`config.mk`:
```
export PLATFORM = sky130hd
export DESIGN_NAME = two_tooth_uneven_crank_decoder_flat
export DESIGN_NICKNAME = d
export VERILOG_FILES = /design/src/sv/tcd_pkg.sv /design/src/sv/tcd_if.sv /design/src/sv/tcd_track.sv /design/src/sv/tcd_div.sv /design/src/sv/two_tooth_uneven_crank_decoder.sv /design/src/flat_wrapper.sv
export SDC_FILE = /design/constraint.sdc
export NUM_CORES = 1
export LEC_CHECK = 0
export BUFFER_PORTS_ARGS = -buffer_cell sky130_fd_sc_hd__clkbuf_2
export CAP_MARGIN = 25
export CORE_MARGIN = 2
export CORE_UTILIZATION = 35
export CTS_CLUSTER_DIAMETER = 40
export DETAILED_ROUTE_END_ITERATION = 16
export PLACE_DENSITY_LB_ADDON = 0.2
export RECOVER_POWER = 50
export SYNTH_ARGS = -nofsm -noshare
export SYNTH_HDL_FRONTEND = slang
export SYNTH_HIERARCHICAL = 1
export SYNTH_SLANG_ARGS = --single-unit
export TNS_END_PERCENT = 10
```
`constraint.sdc`:
```
create_clock -name clk -period 5.8 [get_ports clk]
set_input_delay 0.87 -clock clk [delete_from_list [all_inputs] [get_ports clk]]
set_output_delay 0.87 -clock clk [all_outputs]
set_load 0.05 [all_outputs]
```
`src/sv/tcd_pkg.sv`:
```
// ----------------------------------------------------------------------------
// Two-tooth crank decoder package
// Shared types and constants for the decoder, tooth tracker and divider.
// ----------------------------------------------------------------------------
package tcd_pkg;

  // Field widths
  localparam int unsigned TIME_W   = 32;
  localparam int unsigned FILT_W   = 16;
  localparam int unsigned THR_W    = 15;
  localparam int unsigned ANGLE_W  = 8;
  localparam int unsigned RPM_W    = 16;
  localparam int unsigned LOSS_W   = 8;
  localparam int unsigned COUNT_W  = 16;
  localparam int unsigned CFG_W    = 16;
  localparam int unsigned CFG_IDX_W = 1;

  // Dividend width: largest dividend is the revolution numerator (< 2^26)
  localparam int unsigned NUM_W    = 26;
  localparam int unsigned STEP_W   = 5;

  // Register indexes
  localparam logic [CFG_IDX_W-1:0] REG_FILTER_TIME   = 1'd0;
  localparam logic [CFG_IDX_W-1:0] REG_CRANK_RPM_THR = 1'd1;

  // Reset values of the registers
  localparam logic [FILT_W-1:0] FILTER_RESET    = 16'd1500;
  localparam logic [THR_W-1:0]  THRESHOLD_RESET = 15'd400;

  // Tooth codes
  localparam logic [1:0] TOOTH_NONE   = 2'd0;
  localparam logic [1:0] TOOTH_SYNC   = 2'd1;
  localparam logic [1:0] TOOTH_SECOND = 2'd2;

  localparam logic [ANGLE_W-1:0] SECOND_TOOTH_ANGLE = 8'd157;

  // Cranking numerator: floor(157 * 6000000 / 36); the 36 folds out of the
  // divisor since floor(floor(n/a)/b) == floor(n/(a*b)).
  localparam logic [NUM_W-1:0] CRANK_NUM = 26'd26166666;
  // Running numerator: 60e6 us per minute
  localparam logic [NUM_W-1:0] REV_NUM   = 26'd60000000;

  localparam logic [RPM_W-1:0] RPM_MAX = 16'hFFFF;

  // Sequencer states
  typedef enum logic [1:0] {
    ST_IDLE,
    ST_SETUP,
    ST_DIV,
    ST_OUT
  } tcd_state_t;

  // Tracker status handed to the sequencer
  typedef struct packed {
    logic               valid_tooth;
    logic [1:0]         tooth_index;
    logic               sync;
    logic [ANGLE_W-1:0] angle;
    logic [LOSS_W-1:0]  losses;
    logic [COUNT_W-1:0] teeth;
    logic               two_teeth;
    logic [TIME_W-1:0]  tooth_gap;
    logic [TIME_W-1:0]  rev_gap;
  } tcd_track_t;

endpackage

```
`src/sv/tcd_if.sv`:
```
// ----------------------------------------------------------------------------
// Two-tooth crank decoder channels
// Valid/ready interfaces for trigger edges and decoder results.
// ----------------------------------------------------------------------------
interface tcd_in_if;
  logic                       valid;
  logic                       ready;
  logic [tcd_pkg::TIME_W-1:0] edge_time_us;
  logic                       pin_level;

  modport source (output valid, output edge_time_us, output pin_level, input ready);
  modport sink   (input valid, input edge_time_us, input pin_level, output ready);
endinterface

interface tcd_out_if;
  logic                        valid;
  logic                        ready;
  logic                        valid_tooth;
  logic [1:0]                  tooth_number;
  logic                        in_sync;
  logic [tcd_pkg::ANGLE_W-1:0] tooth_angle;
  logic [tcd_pkg::RPM_W-1:0]   engine_rpm;
  logic [tcd_pkg::LOSS_W-1:0]  sync_losses;
  logic [tcd_pkg::COUNT_W-1:0] revolution_count;

  modport source (output valid, output valid_tooth, output tooth_number, output in_sync,
                  output tooth_angle, output engine_rpm, output sync_losses,
                  output revolution_count, input ready);
  modport sink   (input valid, input valid_tooth, input tooth_number, input in_sync,
                  input tooth_angle, input engine_rpm, input sync_losses,
                  input revolution_count, output ready);
endinterface

```
`src/sv/tcd_track.sv`:
```
// ----------------------------------------------------------------------------
// Tooth tracker
// Keeps gap history, tooth timestamps, sync and counters; updates per edge.
// ----------------------------------------------------------------------------
module tcd_track (
  input  logic                          clk,
  input  logic                          rst_n,
  input  logic                          upd,
  input  logic [tcd_pkg::TIME_W-1:0]    edge_time,
  input  logic                          level,
  input  logic [tcd_pkg::FILT_W-1:0]    filter_time,
  output tcd_pkg::tcd_track_t           status
);

  logic [tcd_pkg::TIME_W-1:0]  last_tooth_r, last_tooth_nxt;
  logic [tcd_pkg::TIME_W-1:0]  prior_tooth_r, prior_tooth_nxt;
  logic [tcd_pkg::TIME_W-1:0]  cur_gap_r, cur_gap_nxt;
  logic [tcd_pkg::TIME_W-1:0]  sync_time_r, sync_time_nxt;
  logic [tcd_pkg::TIME_W-1:0]  prior_sync_r, prior_sync_nxt;
  logic [1:0]                  idx_r, idx_nxt;
  logic                        sync_r, sync_nxt;
  logic [tcd_pkg::ANGLE_W-1:0] angle_r, angle_nxt;
  logic [tcd_pkg::LOSS_W-1:0]  loss_r, loss_nxt;
  logic [tcd_pkg::COUNT_W-1:0] count_r, count_nxt;
  logic [1:0]                  seen_r, seen_nxt;
  logic                        vt_r, vt_nxt;
  logic [tcd_pkg::TIME_W-1:0]  gap;

  // Work out the new state for one edge
  always_comb begin
    last_tooth_nxt  = last_tooth_r;
    prior_tooth_nxt = prior_tooth_r;
    cur_gap_nxt     = cur_gap_r;
    sync_time_nxt   = sync_time_r;
    prior_sync_nxt  = prior_sync_r;
    idx_nxt         = idx_r;
    sync_nxt        = sync_r;
    angle_nxt       = angle_r;
    loss_nxt        = loss_r;
    count_nxt       = count_r;
    seen_nxt        = seen_r;
    vt_nxt          = vt_r;
    gap             = edge_time - last_tooth_r;
    if (upd) begin
      cur_gap_nxt = gap;
      vt_nxt      = 1'b0;
      if (gap > {{(tcd_pkg::TIME_W-tcd_pkg::FILT_W){1'b0}}, filter_time}) begin
        if (level) begin
          vt_nxt = 1'b1;
          // Longer gap than the one before marks the sync tooth
          if (gap > cur_gap_r) begin
            idx_nxt        = tcd_pkg::TOOTH_SYNC;
            angle_nxt      = '0;
            prior_sync_nxt = sync_time_r;
            sync_time_nxt  = edge_time;
            sync_nxt       = 1'b1;
          end else begin
            idx_nxt   = tcd_pkg::TOOTH_SECOND;
            angle_nxt = tcd_pkg::SECOND_TOOTH_ANGLE;
          end
          prior_tooth_nxt = last_tooth_r;
          last_tooth_nxt  = edge_time;
          count_nxt       = count_r + 1'b1;
          if (seen_r != 2'd2) begin
            seen_nxt = seen_r + 1'b1;
          end
        end else begin
          // Low edge past the filter drops sync
          if (sync_r) begin
            loss_nxt = loss_r + 1'b1;
          end
          sync_nxt = 1'b0;
          idx_nxt  = tcd_pkg::TOOTH_NONE;
        end
      end
    end
  end

  // Hold tracker state
  always_ff @(posedge clk) begin
    if (!rst_n) begin
      last_tooth_r  <= '0;
      prior_tooth_r <= '0;
      cur_gap_r     <= '0;
      sync_time_r   <= '0;
      prior_sync_r  <= '0;
      idx_r         <= tcd_pkg::TOOTH_NONE;
      sync_r        <= 1'b0;
      angle_r       <= '0;
      loss_r        <= '0;
      count_r       <= '0;
      seen_r        <= '0;
      vt_r          <= 1'b0;
    end else begin
      last_tooth_r  <= last_tooth_nxt;
      prior_tooth_r <= prior_tooth_nxt;
      cur_gap_r     <= cur_gap_nxt;
      sync_time_r   <= sync_time_nxt;
      prior_sync_r  <= prior_sync_nxt;
      idx_r         <= idx_nxt;
      sync_r        <= sync_nxt;
      angle_r       <= angle_nxt;
      loss_r        <= loss_nxt;
      count_r       <= count_nxt;
      seen_r        <= seen_nxt;
      vt_r          <= vt_nxt;
    end
  end

  // Report status
  always_comb begin
    status.valid_tooth = vt_r;
    status.tooth_index = idx_r;
    status.sync        = sync_r;
    status.angle       = angle_r;
    status.losses      = loss_r;
    status.teeth       = count_r;
    status.two_teeth   = (seen_r == 2'd2);
    status.tooth_gap   = last_tooth_r - prior_tooth_r;
    status.rev_gap     = sync_time_r - prior_sync_r;
  end

endmodule

```
`src/sv/tcd_div.sv`:
```
// ----------------------------------------------------------------------------
// Serial divider
// Restoring divider, one quotient bit per cycle; zero divisor gives zero.
// ----------------------------------------------------------------------------
module tcd_div (
  input  logic                        clk,
  input  logic                        rst_n,
  input  logic                        start,
  input  logic [tcd_pkg::NUM_W-1:0]   num,
  input  logic [tcd_pkg::TIME_W-1:0]  den,
  output logic                        done,
  output logic [tcd_pkg::NUM_W-1:0]   quot
);

  logic                        busy_r, busy_nxt;
  logic [tcd_pkg::STEP_W-1:0]  step_r, step_nxt;
  logic [tcd_pkg::NUM_W-1:0]   qn_r, qn_nxt;
  logic [tcd_pkg::TIME_W:0]    rem_r, rem_nxt;
  logic [tcd_pkg::TIME_W-1:0]  den_r, den_nxt;
  logic                        zero_r, zero_nxt;
  logic                        done_r, done_nxt;
  logic [tcd_pkg::TIME_W:0]    trial;

  // One shift-and-subtract step per cycle
  always_comb begin
    busy_nxt = busy_r;
    step_nxt = step_r;
    qn_nxt   = qn_r;
    rem_nxt  = rem_r;
    den_nxt  = den_r;
    zero_nxt = zero_r;
    done_nxt = 1'b0;
    trial    = {rem_r[tcd_pkg::TIME_W-1:0], qn_r[tcd_pkg::NUM_W-1]};
    if (start) begin
      busy_nxt = 1'b1;
      step_nxt = '0;
      qn_nxt   = num;
      rem_nxt  = '0;
      den_nxt  = den;
      zero_nxt = (den == '0);
    end else if (busy_r) begin
      if (trial >= {1'b0, den_r}) begin
        rem_nxt = trial - {1'b0, den_r};
        qn_nxt  = {qn_r[tcd_pkg::NUM_W-2:0], 1'b1};
      end else begin
        rem_nxt = trial;
        qn_nxt  = {qn_r[tcd_pkg::NUM_W-2:0], 1'b0};
      end
      step_nxt = step_r + 1'b1;
      if (step_r == tcd_pkg::STEP_W'(tcd_pkg::NUM_W - 1)) begin
        busy_nxt = 1'b0;
        done_nxt = 1'b1;
      end
    end
  end

  always_ff @(posedge clk) begin
    if (!rst_n) begin
      busy_r <= 1'b0;
      done_r <= 1'b0;
      step_r <= '0;
    end else begin
      busy_r <= busy_nxt;
      done_r <= done_nxt;
      step_r <= step_nxt;
    end
  end

  always_ff @(posedge clk) begin
    qn_r   <= qn_nxt;
    rem_r  <= rem_nxt;
    den_r  <= den_nxt;
    zero_r <= zero_nxt;
  end

  assign done = done_r;
  assign quot = zero_r ? '0 : qn_r;

endmodule

```
`src/sv/two_tooth_uneven_crank_decoder.sv`:
```
// ----------------------------------------------------------------------------
// Two-tooth uneven crank trigger decoder
// Tracks teeth and sync per trigger edge and reports rpm from a serial divider.
// ----------------------------------------------------------------------------
//  channel  | direction | payload
//  ---------+-----------+----------------------------------------------------
//  in_ch    | sink      | edge_time_us[31:0], pin_level
//  out_ch   | source    | valid_tooth, tooth_number, in_sync, tooth_angle,
//           |           | engine_rpm, sync_losses, revolution_count
//  cfg_*    | write     | 0 filter_time_us, 1 crank_rpm_threshold
//
// Each edge goes through accept, divider setup, 26 divider steps (one
// quotient bit each from the shared subtractor), taking the rpm and loading
// the result register. Reset is synchronous; it clears all tracker state and
// loads the register defaults. in_ch.ready is high only while idle;
// the next edge is taken while a result still waits for out_ch.ready, and the
// sequencer stalls before the result register until it is free.
// ----------------------------------------------------------------------------
module two_tooth_uneven_crank_decoder (
  input  logic                            clk,
  input  logic                            rst_n,
  tcd_in_if.sink                          in_ch,
  tcd_out_if.source                       out_ch,
  input  logic                            cfg_we,
  input  logic [tcd_pkg::CFG_IDX_W-1:0]   cfg_index,
  input  logic [tcd_pkg::CFG_W-1:0]       cfg_data
);

  tcd_pkg::tcd_state_t          state_r, state_nxt;
  logic [tcd_pkg::FILT_W-1:0]   filter_r;
  logic [tcd_pkg::THR_W-1:0]    thr_r;
  logic [tcd_pkg::RPM_W-1:0]    last_rpm_r, last_rpm_nxt;
  logic                         ovalid_r, ovalid_nxt;
  logic                         load_out;
  logic                         accept;
  logic                         div_start;
  logic                         div_done;
  logic [tcd_pkg::NUM_W-1:0]    div_num;
  logic [tcd_pkg::TIME_W-1:0]   div_den;
  logic [tcd_pkg::NUM_W-1:0]    div_quot;
  logic [tcd_pkg::RPM_W-1:0]    rpm_sat;
  logic                         crank_mode;
  tcd_pkg::tcd_track_t          trk;

  logic                         o_vt_r;
  logic [1:0]                   o_idx_r;
  logic                         o_sync_r;
  logic [tcd_pkg::ANGLE_W-1:0]  o_angle_r;
  logic [tcd_pkg::RPM_W-1:0]    o_rpm_r;
  logic [tcd_pkg::LOSS_W-1:0]   o_loss_r;
  logic [tcd_pkg::COUNT_W-1:0]  o_count_r;

  assign in_ch.ready = (state_r == tcd_pkg::ST_IDLE);
  assign accept      = in_ch.valid && in_ch.ready;

  // Configuration registers
  always_ff @(posedge clk) begin
    if (!rst_n) begin
      filter_r <= tcd_pkg::FILTER_RESET;
      thr_r    <= tcd_pkg::THRESHOLD_RESET;
    end else if (cfg_we) begin
      case (cfg_index)
        tcd_pkg::REG_FILTER_TIME:   filter_r <= cfg_data;
        tcd_pkg::REG_CRANK_RPM_THR: thr_r    <= cfg_data[tcd_pkg::THR_W-1:0];
        default: ;
      endcase
    end
  end

  tcd_track u_track (
    .clk         (clk),
    .rst_n       (rst_n),
    .upd         (accept),
    .edge_time   (in_ch.edge_time_us),
    .level       (in_ch.pin_level),
    .filter_time (filter_r),
    .status      (trk)
  );

  // Pick dividend and divisor for the rpm rule
  always_comb begin
    crank_mode = ({1'b0, last_rpm_r} < {2'b00, thr_r});
    if (!trk.sync) begin
      div_num = '0;
    end else if (crank_mode) begin
      div_num = (trk.two_teeth && (trk.angle != '0)) ? tcd_pkg::CRANK_NUM : '0;
    end else begin
      div_num = tcd_pkg::REV_NUM;
    end
    div_den = crank_mode ? trk.tooth_gap : trk.rev_gap;
  end

  tcd_div u_div (
    .clk   (clk),
    .rst_n (rst_n),
    .start (div_start),
    .num   (div_num),
    .den   (div_den),
    .done  (div_done),
    .quot  (div_quot)
  );

  // Saturate the quotient to the rpm width
  assign rpm_sat = (div_quot[tcd_pkg::NUM_W-1:tcd_pkg::RPM_W] != '0) ?
                   tcd_pkg::RPM_MAX : div_quot[tcd_pkg::RPM_W-1:0];

  // Sequencer
  always_comb begin
    state_nxt    = state_r;
    last_rpm_nxt = last_rpm_r;
    ovalid_nxt   = ovalid_r;
    div_start    = 1'b0;
    load_out     = 1'b0;
    if (ovalid_r && out_ch.ready) begin
      ovalid_nxt = 1'b0;
    end
    case (state_r)
      tcd_pkg::ST_IDLE: begin
        if (accept) begin
          state_nxt = tcd_pkg::ST_SETUP;
        end
      end
      tcd_pkg::ST_SETUP: begin
        div_start = 1'b1;
        state_nxt = tcd_pkg::ST_DIV;
      end
      tcd_pkg::ST_DIV: begin
        if (div_done) begin
          last_rpm_nxt = rpm_sat;
          state_nxt    = tcd_pkg::ST_OUT;
        end
      end
      tcd_pkg::ST_OUT: begin
        // Hold until the result register is free
        if (!ovalid_r || out_ch.ready) begin
          load_out   = 1'b1;
          ovalid_nxt = 1'b1;
          state_nxt  = tcd_pkg::ST_IDLE;
        end
      end
      default: state_nxt = tcd_pkg::ST_IDLE;
    endcase
  end

  always_ff @(posedge clk) begin
    if (!rst_n) begin
      state_r    <= tcd_pkg::ST_IDLE;
      last_rpm_r <= '0;
      ovalid_r   <= 1'b0;
    end else begin
      state_r    <= state_nxt;
      last_rpm_r <= last_rpm_nxt;
      ovalid_r   <= ovalid_nxt;
    end
  end

  // Result register
  always_ff @(posedge clk) begin
    if (load_out) begin
      o_vt_r    <= trk.valid_tooth;
      o_idx_r   <= trk.tooth_index;
      o_sync_r  <= trk.sync;
      o_angle_r <= trk.angle;
      o_rpm_r   <= last_rpm_r;
      o_loss_r  <= trk.losses;
      o_count_r <= trk.teeth;
    end
  end

  assign out_ch.valid            = ovalid_r;
  assign out_ch.valid_tooth      = o_vt_r;
  assign out_ch.tooth_number     = o_idx_r;
  assign out_ch.in_sync          = o_sync_r;
  assign out_ch.tooth_angle      = o_angle_r;
  assign out_ch.engine_rpm       = o_rpm_r;
  assign out_ch.sync_losses      = o_loss_r;
  assign out_ch.revolution_count = o_count_r;

endmodule
```
`src/flat_wrapper.sv`:
```
// flat-port wrapper written by rule: the top's interface ports become plain ports
module two_tooth_uneven_crank_decoder_flat 
  (clk, rst_n, cfg_we, cfg_index, cfg_data, in_ch_valid, in_ch_edge_time_us, in_ch_pin_level, in_ch_ready, out_ch_valid, out_ch_valid_tooth, out_ch_tooth_number, out_ch_in_sync, out_ch_tooth_angle, out_ch_engine_rpm, out_ch_sync_losses, out_ch_revolution_count, out_ch_ready);
  tcd_in_if in_ch_i ();
  tcd_out_if out_ch_i ();
  input  logic clk;
  input  logic rst_n;
  input  logic cfg_we;
  input  logic [tcd_pkg::CFG_IDX_W-1:0] cfg_index;
  input  logic [tcd_pkg::CFG_W-1:0] cfg_data;
  input wire logic [$bits(in_ch_i.valid)-1:0] in_ch_valid;
  input wire logic [$bits(in_ch_i.edge_time_us)-1:0] in_ch_edge_time_us;
  input wire logic [$bits(in_ch_i.pin_level)-1:0] in_ch_pin_level;
  output wire logic [$bits(in_ch_i.ready)-1:0] in_ch_ready;
  output wire logic [$bits(out_ch_i.valid)-1:0] out_ch_valid;
  output wire logic [$bits(out_ch_i.valid_tooth)-1:0] out_ch_valid_tooth;
  output wire logic [$bits(out_ch_i.tooth_number)-1:0] out_ch_tooth_number;
  output wire logic [$bits(out_ch_i.in_sync)-1:0] out_ch_in_sync;
  output wire logic [$bits(out_ch_i.tooth_angle)-1:0] out_ch_tooth_angle;
  output wire logic [$bits(out_ch_i.engine_rpm)-1:0] out_ch_engine_rpm;
  output wire logic [$bits(out_ch_i.sync_losses)-1:0] out_ch_sync_losses;
  output wire logic [$bits(out_ch_i.revolution_count)-1:0] out_ch_revolution_count;
  input wire logic [$bits(out_ch_i.ready)-1:0] out_ch_ready;
  assign in_ch_i.valid = in_ch_valid;
  assign in_ch_i.edge_time_us = in_ch_edge_time_us;
  assign in_ch_i.pin_level = in_ch_pin_level;
  assign in_ch_ready = in_ch_i.ready;
  assign out_ch_valid = out_ch_i.valid;
  assign out_ch_valid_tooth = out_ch_i.valid_tooth;
  assign out_ch_tooth_number = out_ch_i.tooth_number;
  assign out_ch_in_sync = out_ch_i.in_sync;
  assign out_ch_tooth_angle = out_ch_i.tooth_angle;
  assign out_ch_engine_rpm = out_ch_i.engine_rpm;
  assign out_ch_sync_losses = out_ch_i.sync_losses;
  assign out_ch_revolution_count = out_ch_i.revolution_count;
  assign out_ch_i.ready = out_ch_ready;
  two_tooth_uneven_crank_decoder u_core (.clk(clk), .rst_n(rst_n), .in_ch(in_ch_i), .out_ch(out_ch_i), .cfg_we(cfg_we), .cfg_index(cfg_index), .cfg_data(cfg_data));
endmodule
```
Yosys cells after proc, flatten, opt, wreduce, memory -nomap -nowiden
Cells that the tools add are included.
{ "word_totals": {"out_inout_bits": 54, "wordCells": 110, "ff_bits": 398} }
{ "op_classes": {"n_eq_ne": 10, "addsub": 8, "n_reduce_logical": 22, "n_lt_le_gt_ge": 4, "bitwise": 4, "muxes": 31} }
{ "op_table": {"columns": ["op", "n"], "rows": [
  ["$mux W26", 5],
  ["$sub A32 B32 Y32", 4],
  ["$mux W32", 2],
  ["$ge A33 B32 Y1", 1],
  ["$gt A32 B16 Y1", 1],
  ["$gt A32 B32 Y1", 1],
  ["$logic_not A32 Y1", 1],
  ["$mux W25", 1],
  ["$add A16 B1 Y16 const B", 1],
  ["$lt A16 B15 Y1", 1],
  ["$mux W16", 1],
  ["$mux W1", 15],
  ["$reduce_and A4 Y1", 3],
  ["$mux W2", 5],
  ["$reduce_bool A10 Y1", 1],
  ["$reduce_and A3 Y1", 3],
  ["$add A8 B1 Y8 const B", 1],
  ["$mux W8", 1],
  ["$pmux W2 S4", 1],
  ["$reduce_and A2 Y1", 4],
  ["$reduce_bool A8 Y1", 1],
  ["$eq A2 B2 Y1 const B", 3],
  ["$ne A2 B2 Y1 const B", 3],
  ["$add A5 B1 Y5 const B", 1],
  ["12 further kinds", 18]
]} }

Longest topological paths before layout
Gate-level depths: netlist (run 1).
{ "logic_depth": {"depth_word": 6, "ltp_mapped": 23, "ltp_nobuf": 21} }

Hierarchy
The synthesis (run 1) kept the hierarchy.
{ "modules_own_cells": {"columns": ["module", "cells_each", "area_each_um2", "instances", "seq_area_each_um2"], "rows": [
  ["tcd_track", 1734, 13888.3, 1, 3823.7],
  ["tcd_div", 647, 6185.9, 1, 2552.4],
  ["two_tooth_uneven_crank_decoder", 346, 4346.7, 1, 2562.5]
]} }

Least setup slack after synthesis (run 1)
No wires, ideal clock.
{ "synth_path": {"path_type": "input to register", "from": "in in_ch_edge_time_us[16]", "to": "reg u_core.u_track.idx_r[1]", "setup_time_ps": 70, "slack_ps": 359, "arrival_time_ps": 5370, "cell_stages": 21, "cell_sequence": "ha_1 > clkbuf_1 > a21o_1 > a21o_1 > a221oi_1 > o21ai_1 > a31o_2 > a21oi_1 > o21ai_0 > xnor2_1 > ha_1 > a21o_1 > a21o_1 > a21oi_1 > o21ai_0 > a2111oi_0 > a31o_2 > clkbuf_1 > clkbuf_1 > nand3_1 > a21oi_1"} }
{ "synth_via": {"elab_chain_len": 4} }
{ "synth_lines": {"columns": ["element", "line", "rtl"], "rows": [
  ["start, declared", "flat_wrapper.sv:12", "input wire logic [$bits(in_ch_i.edge_time_us)-1:0] in_ch_edge_time_us;"],
  ["$sub A32 B32 Y32 *", "tcd_track.sv:43", "gap = edge_time - last_tooth_r;"],
  ["net u_core.u_track.gap (one bit)", "tcd_track.sv:27", "logic [tcd_pkg::TIME_W-1:0] gap;"],
  ["$gt A32 B32 Y1", "tcd_track.sv:51", "if (gap > cur_gap_r) begin"],
  ["$mux W2", "tcd_track.sv:51", null],
  ["$mux W2", "tcd_track.sv:48", "if (level) begin"],
  ["end signal, assigned", "tcd_track.sv:87", "idx_r <= tcd_pkg::TOOTH_NONE;"],
  ["end signal, assigned", "tcd_track.sv:100", "idx_r <= idx_nxt;"],
  ["end, declared", "tcd_track.sv:20", "logic [1:0] idx_r, idx_nxt;"]
]} }
The timed path passes the listed nets; every way through them passes the cells marked *.
A chain may end at the register's enable or synchronous reset.

Worst setup path after layout (run 1)
{ "layout_path": {"from": "reg u_core/u_track/last_tooth_r[1] in the netlist's numbering", "to": "reg u_core/u_track/prior_sync_r[21] in the netlist's numbering"} }
{ "layout_via": {"elab_chain_len": 3} }
{ "layout_lines": {"columns": ["element", "line", "rtl"], "rows": [
  ["start, declared", "tcd_track.sv:15", "logic [tcd_pkg::TIME_W-1:0] last_tooth_r, last_tooth_nxt;"],
  ["start signal, assigned", "tcd_track.sv:95", "last_tooth_r <= last_tooth_nxt;"],
  ["$sub A32 B32 Y32 *", "tcd_track.sv:43", null],
  ["net u_core.u_track.gap (one bit)", "tcd_track.sv:27", null],
  ["$gt A32 B16 Y1 / $gt A32 B32 Y1 (equally long branches)", "tcd_track.sv:47, tcd_track.sv:51", null],
  ["$reduce_and A4 Y1 (no source line) *", null, null],
  ["end signal, assigned", "tcd_track.sv:99", "prior_sync_r <= prior_sync_nxt;"],
  ["end, declared", "tcd_track.sv:19", "logic [tcd_pkg::TIME_W-1:0] prior_sync_r, prior_sync_nxt;"]
]} }
Marked as above.

==> flow_summary.toml, run 1 <==
[cts]
cts_max_level = 3
clk_pin_slew_ns = 0.05
clockRootBuffer = "clkbuf_16"
cts_resized = 0
clockBufferDepth = 3
clock_sinks = 391
numCtsBuffers = 71
post_cts_buffers = 0
clkLatencyLatePin_ns = 0.61
cts_tree = "yes"
ctsHoldBuffers = 0

[setup_path]
r2r_cells = 25
cp.arrival_ns = 5.82
worstSetupPathType = "reg -> reg"
start_kind = "register"
endpoint_kind = "register"
crit_path_max_fanout = 14
crit_required_ns = 6.32

[logic_synthesis]
postSynthCellCount = 2727
avgSynthCellArea_um2 = 8.96
synth_area_leader_cell = "dfxtp_1"
synth_edf_count = 111
ys_seq_area_share_pct = 36.6
synth_warnings = 6
synth.top_cell.area_share_pct = 23.0
synth_seq_cells = 391
ys_async_sr_fraction_pct = 0
syn_area_um2 = 24400
yosys_most_used_dff = "dfxtp_1"
ys_types = 91
synth_area_leaders = "dfxtp_1 (23%), edfxtp_1 (14%), ha_1 (10%)"

[timing]
whs_ns = 0.431
fin_setup_tns_ns = 0
slew_headroom_pct = -115
finalCriticalPeriod_ns = 5.31
hold_violations = 0
skew_ns = 0.0211
rsz0062_at_grt = "no"
worst_pin_slew_ns = 3.22
setup_viol = 0
post-route-period-util_pct = 91.5
finalMaxSlewViolations = 186
fmax_mhz = 188

[floorplan]
die_y_um = 268
core_um2 = 68800
num_rows = 96
initial_core_util_pct = 35.5
fp.dieW_um = 268
die_area_um2 = 71900
pin_count = 109

[global_routing]
grt_pass1_wl_um = 104000
grt_max_degree = 82
grt-ovfl-total = 0
antenna_found_initial = 2
grtUsageTotal_pct = 17.9
first_global_vias = 19560

[drt]
ant_nets = 0
vias_per_cell = 5.18
dr.pass1.iters = 5
totalWireLength_um = 64500
drt-wirelength-per-cell_um = 16.8
dr.first_iter.drc_count = 1291
drc = 0
vias = 19875

[power]
irDropWorstVdd_mv = 0.333
p_per_area_nw_per_um2 = 539
p_leak_nw = 11.3

[run_status]
violations = "capacitance limit, slew limit"
status = "finished with violations"

[layout]
fin_area_um2 = 28500
synthToLayoutAreaGrowth_pct = 16.8
finalNetCount = 3098
drive_above_1_share_pct = 12.7

[job]
cap_violations = 4

[place]
hpwl_um = 47600
routabilityCongestion = 0.853
dpl_cell_area_um2 = 26200
portBuffers = 108

[worst_hold_path]
hp-class = "reg -> reg"
holdPathStages = 0
path summary, 6_finish.rpt:
kind	startpoint	to	slack [ns]
hold reg to reg	u_core/u_track/idx_r[0]$_SDFFE_PN0P_	u_core/out_ch.tooth_number[0]$_DFFE_PP_	0.43
hold / removal	u_core/u_track/idx_r[0]$_SDFFE_PN0P_	u_core/out_ch.tooth_number[0]$_DFFE_PP_	0.43
setup reg to reg	u_core/u_track/last_tooth_r[1]$_SDFFE_PN0P_	u_core/u_track/prior_sync_r[21]$_SDFFE_PN0P_	0.49
setup / recovery	u_core/u_track/last_tooth_r[1]$_SDFFE_PN0P_	u_core/u_track/prior_sync_r[21]$_SDFFE_PN0P_	0.49
cell type report:
type                       instances  area [um2]
fill                            6814       40300
multi-input combinational       1950       13900
sequential                       391        8940
clock buffer                      81        1840
timing repair buffer             185        1200
tap                              931        1160
inverter                         244         917
clock inverter                    51         606
antenna                            2        5.00
Yosys cell counts (24+ instances only):
| master | instances |
|---|---|
| o21a_1 | 30 |
| nand3_1 | 46 |
| nor2_1 | 142 |
| xnor2_1 | 70 |
| ha_1 | 196 |
| mux2_2 | 31 |
| clkbuf_1 | 97 |
| dfxtp_1 | 280 |
| o31ai_1 | 77 |
| nor2b_1 | 50 |
| mux2i_1 | 101 |
| xor2_1 | 29 |
| edfxtp_1 | 111 |
| a21oi_1 | 208 |
| inv_1 | 242 |
| nand2_1 | 277 |
| a211oi_1 | 24 |
| o21ai_0 | 60 |
| a21boi_0 | 26 |
| a21o_1 | 65 |
| nor4_1 | 29 |
| nor3_1 | 33 |
| mux2_4 | 27 |
| nand4_1 | 99 |
| nand2b_1 | 39 |
layer usage:
layer	track usage, %	routed length, um
met1	24.8	31700
met2	28.7	29000
met3	2.72	2310
met4	5.71	1500
met5	0	0
metrics by stage:
step,instances,setup slack [ns],utilization (%),total power [W]
floorplan,2738,0.359,-,0.00922
global placement,3700,0.0126,38.0,0.0111
detailed placement,3700,-0.0282,38.0,0.0111
CTS,3832,0.520,41.6,0.0155
global route,3835,0.0818,41.4,0.0165
finish,3835,0.493,41.4,0.0154
where the power goes:
| group | leakage, nW | switching (W) | internal [W] |
|---|---|---|---|
| registers | 3.32 | 0.000310 | 0.00350 |
| clock network | 1.19 | 0.00160 | 0.00264 |
| logic | 6.80 | 0.00423 | 0.00310 |
| total | 11.3 | 0.00614 | 0.00924 |
registers in the layout, indices dropped and copies added, names as in the netlist, 26 cells and up:
register / flops
u_core/u_div/den_r: 32
u_core/u_div/qn_r: 26
u_core/u_track/prior_tooth_r: 32
u_core/u_track/last_tooth_r: 32
u_core/u_track/cur_gap_r: 32
u_core/u_track/sync_time_r: 32
u_core/u_div/rem_r: 32
u_core/u_track/prior_sync_r: 32
worst max-delay path, stage by stage, from the launching register on:
cell and delay (ns):
dfxtp_1 0.45, inv_1 0.16, ha_1 0.30, nand2b_1 0.10
a21oi_1 0.09, nor4_1 0.26, buf_4 0.17, o31a_1 0.24
a21boi_2 0.09, buf_4 0.17, a31o_2 0.24, a21oi_1 0.19
o21ai_0 0.13, xnor2_1 0.23, ha_1 0.29, a21o_1 0.18
a21o_1 0.17, a21oi_1 0.18, o21ai_0 0.13, a2111oi_0 0.43
buf_4 0.21, a31o_2 0.19, buf_12 0.17, buf_4 0.16
o31ai_1 0.08, a21oi_1 0.18
logic make-up (layout without fill, tap and decap cells):
kind of cell / after synthesis / after routing / share of synthesized area [%]
muxes: 159 / 159 / 7.23
DFF: 391 / 391 / 36.6
AOI/OAI and AO/OA: 668 / 668 / 18.9
adders and majority gates: 200 / 200 / 10.4
buffers and inverters: 397 / 561 / 6.92
and+or+nand+nor: 811 / 811 / 16.4
xor gates and xnor gates: 99 / 99 / 3.55
other: 2 / 15 / 0.0308
placed cells by master (no fill, tap or decap), drive strengths merged, types with 70 or more instances in the layout:
cell / Yosys / routed
dfxtp: 280 / 280
nor2: 143 / 143
mux2i: 101 / 101
inv: 244 / 266
o31ai: 79 / 79
edfxtp: 111 / 111
nand2: 277 / 277
xnor2: 70 / 70
clkbuf: 98 / 193
ha: 196 / 196
buf: 55 / 73
a21oi: 210 / 210
nand4: 100 / 100
o21ai: 79 / 79
Note: power is estimated with default switching activity, not from simulation.
==> run 2: changes to the inputs <==
--- a/config.mk
+++ b/config.mk
@@ -8,7 +8,7 @@
 export BUFFER_PORTS_ARGS = -buffer_cell sky130_fd_sc_hd__clkbuf_2
 export CAP_MARGIN = 25
 export CORE_MARGIN = 2
-export CORE_UTILIZATION = 35
+export CORE_UTILIZATION = 31
 export CTS_CLUSTER_DIAMETER = 40
 export DETAILED_ROUTE_END_ITERATION = 16
 export PLACE_DENSITY_LB_ADDON = 0.2
==> flow_summary.toml, run 2 (synthesis gave the netlist of run 1 again) <==
[power]
p_switching_w = 0.00611
p_leak_nw = 11.4
power_w = 0.0155
irDropWorstVdd_mv = 0.269
p_clk_share_pct = 28.5
p_sw_share_pct = 39.5
p_int_w = 0.00937
seqPwrFrac_pct = 24.7
p_comb_share_pct = 46.8
p_per_area_nw_per_um2 = 538

[layout]
fin_util_pct = 37.0
synthToLayoutAreaGrowth_pct = 17.8
layout_common_cells = "dfxtp_1 (279), nand2_1 (276), inv_1 (242)"
fin_area_um2 = 28800
finalNetCount = 3100
drive_above_1_share_pct = 12.9
antenna_cells = 0
mostFrequentLayoutCell = "dfxtp_1"
fillers = 7875

[cts]
clockRootBuffer = "clkbuf_16"
clkLatencyLatePin_ns = 0.62
clk_pin_slew_ns = 0.05
post_cts_buffers = 0
cts_max_level = 3
cts_resized = 0
clock_sinks = 391
cts_tree = "yes"
clockBufferDepth = 3
ctsHoldBuffers = 0
numCtsBuffers = 71

[setup_path]
slowest_delay_ns = 0.52
worstSetupPathType = "in -> reg"
start_kind = "input pin"
cp.arrival_ns = 5.78
path_cells = "clkbuf_2 > inv_1 > ha_1 > nand2b_1 > a21oi_1 > nor4_1 > buf_4 > o31a_1 > a21boi_2 > o21a_1 > nor2_1 > xnor2_1 > ha_1 > nand4_1 > nor4_1 > nand2_1 > a211o_1 > nor4_1 > nand4b_1 > o41ai_4 > buf_12 > buf_12 > o31ai_1 > a21oi_1"
crit_path_max_fanout = 24
cp_common_cell = "nor4_1"
crit_required_ns = 6.29
endpoint_kind = "register"
crit_slowest_cell = "o41ai_4"
ff2ff_setup_slack_ns = 0.55

[global_routing]
antenna_found_initial = 0
grtUsageTotal_pct = 15.7
grt-ovfl-total = 0
first_global_vias = 19239
grt_max_degree = 94
grt_pass1_wl_um = 104000

[drt]
totalWireLength_um = 64800
ant_nets = 0
dr.first_iter.drc_count = 995
drc = 0
dr.pass1.iters = 6
drt-wirelength-per-cell_um = 16.4
vias = 19787
vias_per_cell = 5.02

[floorplan]
initial_core_util_pct = 31.4
die_y_um = 285
die_area_um2 = 81000
num_rows = 102
fp.dieW_um = 285
pin_count = 109
core_um2 = 77700

[place]
hpwl_um = 47800
routabilityCongestion = 0.863
portBuffers = 108
dpl_cell_area_um2 = 26300

[timing]
finalMaxSlewViolations = 244
finalCriticalPeriod_ns = 5.29
rsz0062_at_grt = "no"
setup_viol = 0
hold_violations = 0
skew_ns = 0.0220
worst_pin_slew_ns = 3.32
post-route-period-util_pct = 91.2
fmax_mhz = 189
slew_headroom_pct = -121

[run_status]
status = "finished with violations"
violations = "capacitance limit, slew limit"

[job]
cap_violations = 5

[worst_hold_path]
hp-class = "reg -> reg"
==> run 2: power by group through the flow <==
stage	registers [W]	clock network, W	logic, W
after floorplan	0.00385	0	0.00536
after global placement	0.00385	0	0.00712
after detailed placement	0.00386	0	0.00722
after CTS	0.00381	0.00453	0.00727
after global routing	0.00389	0.00465	0.00803
final	0.00382	0.00441	0.00725
==> run 2: per-layer routing <==
layer  wire length (um)  vias up  global-route usage [%]
li1                   -    10084                       -
met1              31600     9278                    21.4
met2              29200      332                    25.1
met4               1540        0                    5.18
met3               2460       93                    2.44
met5                  0        -                       0
==> run 2: critical path, delay by kind of cell <==
kind	cells	cell delay, ns
AOI/OAI and AO/OA	8	2.09
xor gates and xnor gates	1	0.15
adders and majority gates	2	0.52
buffers and inverters	5	0.79
and+or+nand+nor	8	1.30
==> run 2: final timing paths <==
| check | start | to | cells after the start |
|---|---|---|---|
| max | in_ch_edge_time_us[0] | u_core/u_track/sync_time_r[1]$_SDFFE_PN0P_ | 24 |
| min | u_core/u_track/vt_r$_SDFFE_PN0P_ | u_core/out_ch.valid_tooth$_DFFE_PP_ | 0 |
| max reg2reg | u_core/u_track/last_tooth_r[4]$_SDFFE_PN0P_ | u_core/u_track/sync_time_r[1]$_SDFFE_PN0P_ | 23 |
| min reg2reg | u_core/u_track/vt_r$_SDFFE_PN0P_ | u_core/out_ch.valid_tooth$_DFFE_PP_ | 0 |
==> run 2: layout make-up <==
| cell class | count | area, um2 | share of cell area (%) |
|---|---|---|---|
| well taps | 1040 | 1300 | 4.52 |
| flip-flops and latches | 391 | 8940 | 31.1 |
| clock inverters | 50 | 643 | 2.24 |
| clock buffers | 82 | 1910 | 6.65 |
| repair buffers | 187 | 1200 | 4.16 |
| inverters | 244 | 917 | 3.19 |
| multi-input cells | 1950 | 13900 | 48.2 |
==> run 2: per-stage QoR <==
step                      TNS [ns]  worst slack, ns  cells  hold WS [ns]
after floorplan                  0            0.359   2738         0.408
after global placement           0          0.00333   3810         0.418
after detailed placement    -0.732          -0.0517   3811         0.434
after CTS                        0            0.572   3943         0.436
after global routing             0            0.129   3944         0.454
final                            0            0.509   3944         0.436
